--- src/design/frrq_ram.sv ---
// generic single write port ram with registered read
`timescale 1ns / 1ps
module frrq_ram #(
    parameter int WIDTH = 8,
    parameter int DEPTH = 64
) (
    input  logic                     i_clk,
    input  logic                     i_we,
    input  logic [$clog2(DEPTH)-1:0] i_waddr,
    input  logic [WIDTH-1:0]         i_wdata,
    input  logic [$clog2(DEPTH)-1:0] i_raddr,
    output logic [WIDTH-1:0]         o_rdata
);
    logic [WIDTH-1:0] r_mem [DEPTH];
    logic [WIDTH-1:0] r_rdata;

    always_ff @(posedge i_clk) begin
        if (i_we) begin
            r_mem[i_waddr] <= i_wdata;
        end
        r_rdata <= r_mem[i_raddr];
    end

    assign o_rdata = r_rdata;
endmodule

--- config.mk ---
export PLATFORM = sky130hd
export DESIGN_NAME = frrq_ram
export DESIGN_NICKNAME = d
export VERILOG_FILES = /design/src/design/frrq_ram.sv
export SDC_FILE = /design/constraint.sdc
export NUM_CORES = 1
export LEC_CHECK = 0
export BUFFER_PORTS_ARGS = -buffer_cell sky130_fd_sc_hd__buf_4
export CORE_ASPECT_RATIO = 1.25
export CORE_MARGIN = 1.5
export CORE_UTILIZATION = 55
export CTS_BUF_LIST = sky130_fd_sc_hd__clkbuf_2
export CTS_CLUSTER_DIAMETER = 150
export DETAILED_ROUTE_END_ITERATION = 8
export HOLD_SLACK_MARGIN = 0.08
export PLACE_DENSITY_LB_ADDON = 0.1
export SLEW_MARGIN = 0
export SYNTH_ARGS = -nofsm -noshare
export SYNTH_HDL_FRONTEND = slang
export SYNTH_SLANG_ARGS = --single-unit
--- constraint.sdc ---
create_clock -name i_clk -period 1.9 [get_ports i_clk]
set_input_delay 0.19 -clock i_clk [delete_from_list [all_inputs] [get_ports i_clk]]
set_output_delay 0.19 -clock i_clk [all_outputs]
set_load 0.005 [all_outputs]
==> impl_metrics.csv <==
group,metric,value,unit
logic_synthesis,synthesis.area,20200,um2
sta,worst_slew_margin_rel,50.5,%
global_routing,grt_antenna_before_repair,1,
setup_path,worstSetupStartpointType,"flop",
floorplanning,die_area,37800,um2
floorplanning,floorplan.initialDensity,55.7,%
power,worst_ir_drop_vdd,0.583,mV
finish,seqCellArea,15500,um2
finish,mostFrequentLayoutCells,"sky130_fd_sc_hd__edfxtp_1 (512), sky130_fd_sc_hd__clkbuf_2 (173), sky130_fd_sc_hd__buf_4 (172), sky130_fd_sc_hd__mux4_2 (126), sky130_fd_sc_hd__nor2_1 (80)",
setup_path,crit-reg2reg-launch,"r_mem[16][6]$_DFFE_PP_",
floorplanning,die-width,174,um
sta,setup_violations,0,
setup_path,setup.worst_path.end_class,"flop",
finish,post-route-cell-area,23300,um2
power,pwr_dens,884,nW/um2
logic_synthesis,synth.yosys.warnings,0,
finish,layout.filler_cells,2593,
sta,unrepaired_setup_endpoints_after_global_routing,"yes",
sta,final_max_slew_viol_count,0,
worst_hold_path,hp-start,"i_wdata[7]",
sta,hold_viol_final,0,
sta,min_period_over_period,99.1,%
route,detail_route.first_pass.iterations,5,
finish,multi_input_comb_area,4380,um2
worst_hold_path,hold_class,"in2reg",
route,route.antenna.remaining_nets,0,
route,vias_per_cell,5.82,
clock_tree,clkSinkCount,520,
sta,timing.clock.skew,0.0464,ns
status,outcome,"finished clean",
placed_design,dpl.hpwl,28000,um
floorplanning,boundaryPins,30,
sta,tightestPinTransition,0.743,ns
logic_synthesis,ys_ff_latch,520,
setup_path,reg2reg_depth,5,
logic_synthesis,ffs_w_async_s_r_synth,0,%
sta,fin_tns_setup,0,ns
worst_hold_path,hold_end,"r_mem[21][7]$_DFFE_PP_",
finish,layout-drive-gt1-share,38.9,%
clock_tree,maximum_count_of_clock_buffers_along_a_single_path,3,
route,drt-initial-drc-count,893,
run,drv_cap,0,
finish,final_common_cell,"sky130_fd_sc_hd__edfxtp_1",
logic_synthesis,synth.yosys.seq_area_share,77.0,%
logic_synthesis,syn-num-nets,962,
setup_path,worst_ep_required_time,2.81,ns
placed_design,dpl_cell_area,21900,um2
finish,synthToLayoutAreaGrowth,15.5,%
clock_tree,cts_root_buf,"sky130_fd_sc_hd__clkbuf_2",
route,vias,10418,
setup_path,cp_data_arrival_time,2.79,ns
power,power_leakage,7.84,nW
global_routing,final_global_route_overflow_total,0,
sta,clock.fmax,531,MHz
clock_tree,cts_made_buffers,116,
power,totalPowerFinal,20.6,mW
route,detail_route.drc_violations,0,
placed_design,gpl.final_weighted_congestion,0.834,
clock_tree,clock_tree.htree_level_count,3,
sta,final.min_clock_period,1.88,ns
clock_tree,post-cts-setup-buffer-count,0,
logic_synthesis,synth_edf_count,512,
sta,worst_hold_slack,0.272,ns
setup_path,ff2ff_setup_slack,0.02,ns
setup_path,setup.worst_path.class,"reg2reg",
worst_hold_path,hold_path_depth,2,
global_routing,grt_start_max_net_pins,65,
clock_tree,path_clk_slew,0.11,ns
placed_design,port_buffers,29,
logic_synthesis,yosysUniqueCellTypes,40,
logic_synthesis,syn_avg_cell_area,21.5,um2
floorplanning,fp.dieH,217,um
route,detail_route.wirelength,45000,um
clock_tree,insertion_delay,1.02,ns
setup_path,crit_path_max_fanout,1,
global_routing,grtUsageTotal,24.9,%
finish,nNetsFinal,1237,
floorplanning,floorplan.core_area,36200,um2
global_routing,grt_pass1_vias,10924,
placed_design,dpl.cell_count,1551,
finish,post_layout_nonfiller_instances,1791,
logic_synthesis,syn_inst,940,
setup_path,worst_flop_to_flop_path_endpoint,"o_rdata[6]$_DFF_P_",
route,post_drt_wl_per_cell,25.1,um
clock_tree,tritoncts,"yes",
logic_synthesis,ys.flop_type,"sky130_fd_sc_hd__edfxtp_1",
floorplanning,rows,78,
global_routing,grt_pass1_wl,67200,um
==> worst max-delay path by stage <==
| stage | start | endpoint | slack (ns) | depth (start not counted) |
|---|---|---|---|---|
| after floorplan | i_raddr[1] | o_rdata[3]$_DFF_P_ | 0.04 | 7 |
| after global placement | i_raddr[0] | o_rdata[4]$_DFF_P_ | -0.51 | 8 |
| after detailed placement | i_raddr[0] | o_rdata[4]$_DFF_P_ | -0.54 | 8 |
| final | r_mem[16][6]$_DFFE_PP_ | o_rdata[6]$_DFF_P_ | 0.02 | 5 |
| after CTS | r_mem[20][6]$_DFFE_PP_ | o_rdata[6]$_DFF_P_ | -0.02 | 5 |
| after global routing | r_mem[21][6]$_DFFE_PP_ | o_rdata[6]$_DFF_P_ | -0.07 | 5 |
==> per-layer routing <==
| metal | vias to the layer above | wire length, um | track usage [%] |
|---|---|---|---|
| met5 | - | 0 | 0 |
| met4 | 0 | 1010 | 9.34 |
| met3 | 67 | 2690 | 4.89 |
| met2 | 338 | 23100 | 41.7 |
| met1 | 5442 | 18200 | 32.6 |
| li1 | 4571 | - | - |
==> what timing repair did <==
| item | 4_1_cts | 5_1_grt |
|---|---|---|
| gates cloned | 0 | 0 |
| gates resized for setup | 9 | 6 |
| setup endpoints to repair | 6 | 5 |
| endpoints found under the hold margin | 1032 | 0 |
| pin swaps | 2 | 2 |
| hold buffers | 26 | 0 |
==> power by group <==
group	switching, mW	internal, mW	leakage (nW)
Clock	4.08	2.43	0.793
Combinational	0.759	0.596	2.37
Sequential	0.0383	12.7	4.67
==> metrics by stage <==
| step | utilization (%) | setup slack, ns |
|---|---|---|
| floorplan | - | 0.0423 |
| global placement | 60.6 | -0.514 |
| detailed placement | 60.6 | -0.538 |
| CTS | 64.2 | -0.0196 |
| global route | 64.3 | -0.0677 |
| finish | 64.3 | 0.0171 |
==> critical path, stage by stage, from the launching register on <==
cell                       delay, ns
sky130_fd_sc_hd__edfxtp_1       0.38
sky130_fd_sc_hd__mux4_2         0.45
sky130_fd_sc_hd__mux2_4         0.30
sky130_fd_sc_hd__o221a_4        0.28
sky130_fd_sc_hd__nor3_4         0.25
sky130_fd_sc_hd__o32ai_2        0.11
==> logic make-up after synthesis <==
| family | synth area share (%) |
|---|---|
| mux | 15.9 |
| compound gates | 2.07 |
| simple gates | 3.39 |
| flops | 77.0 |
| buf+inv | 1.57 |
==> synthesized netlist by cell type, types with 8 or more instances <==
library cell | number | share of area (%)
sky130_fd_sc_hd__mux4_2 | 126 | 14
sky130_fd_sc_hd__edfxtp_1 | 512 | 76
sky130_fd_sc_hd__dfxtp_1 | 8 | 0.79
sky130_fd_sc_hd__nor2b_1 | 14 | 0.43
sky130_fd_sc_hd__mux2_2 | 13 | 0.73
sky130_fd_sc_hd__buf_2 | 11 | 0.27
sky130_fd_sc_hd__clkbuf_1 | 17 | 0.32
sky130_fd_sc_hd__o221ai_1 | 8 | 0.35
sky130_fd_sc_hd__mux2i_1 | 23 | 1.1
sky130_fd_sc_hd__nand3_1 | 13 | 0.32
sky130_fd_sc_hd__nor2_1 | 83 | 1.5
sky130_fd_sc_hd__o22ai_1 | 8 | 0.25
sky130_fd_sc_hd__buf_4 | 13 | 0.48
sky130_fd_sc_hd__nand2_1 | 19 | 0.35
==> flip-flops by register name, summed over array words and instances (netlist names) <==
register	cells
r_mem	512
o_rdata	8
==> final cells by class <==
class | count | area share, %
Clock buffer | 173 | 3.72
Antenna cell | 1 | 0.0107
Timing Repair Buffer | 208 | 7.50
Sequential cell | 520 | 66.7
Multi-Input combinational cell | 369 | 18.8
Clock inverter | 40 | 0.672
Tap cell | 480 | 2.58
Note: power is estimated with default switching activity, not from simulation.
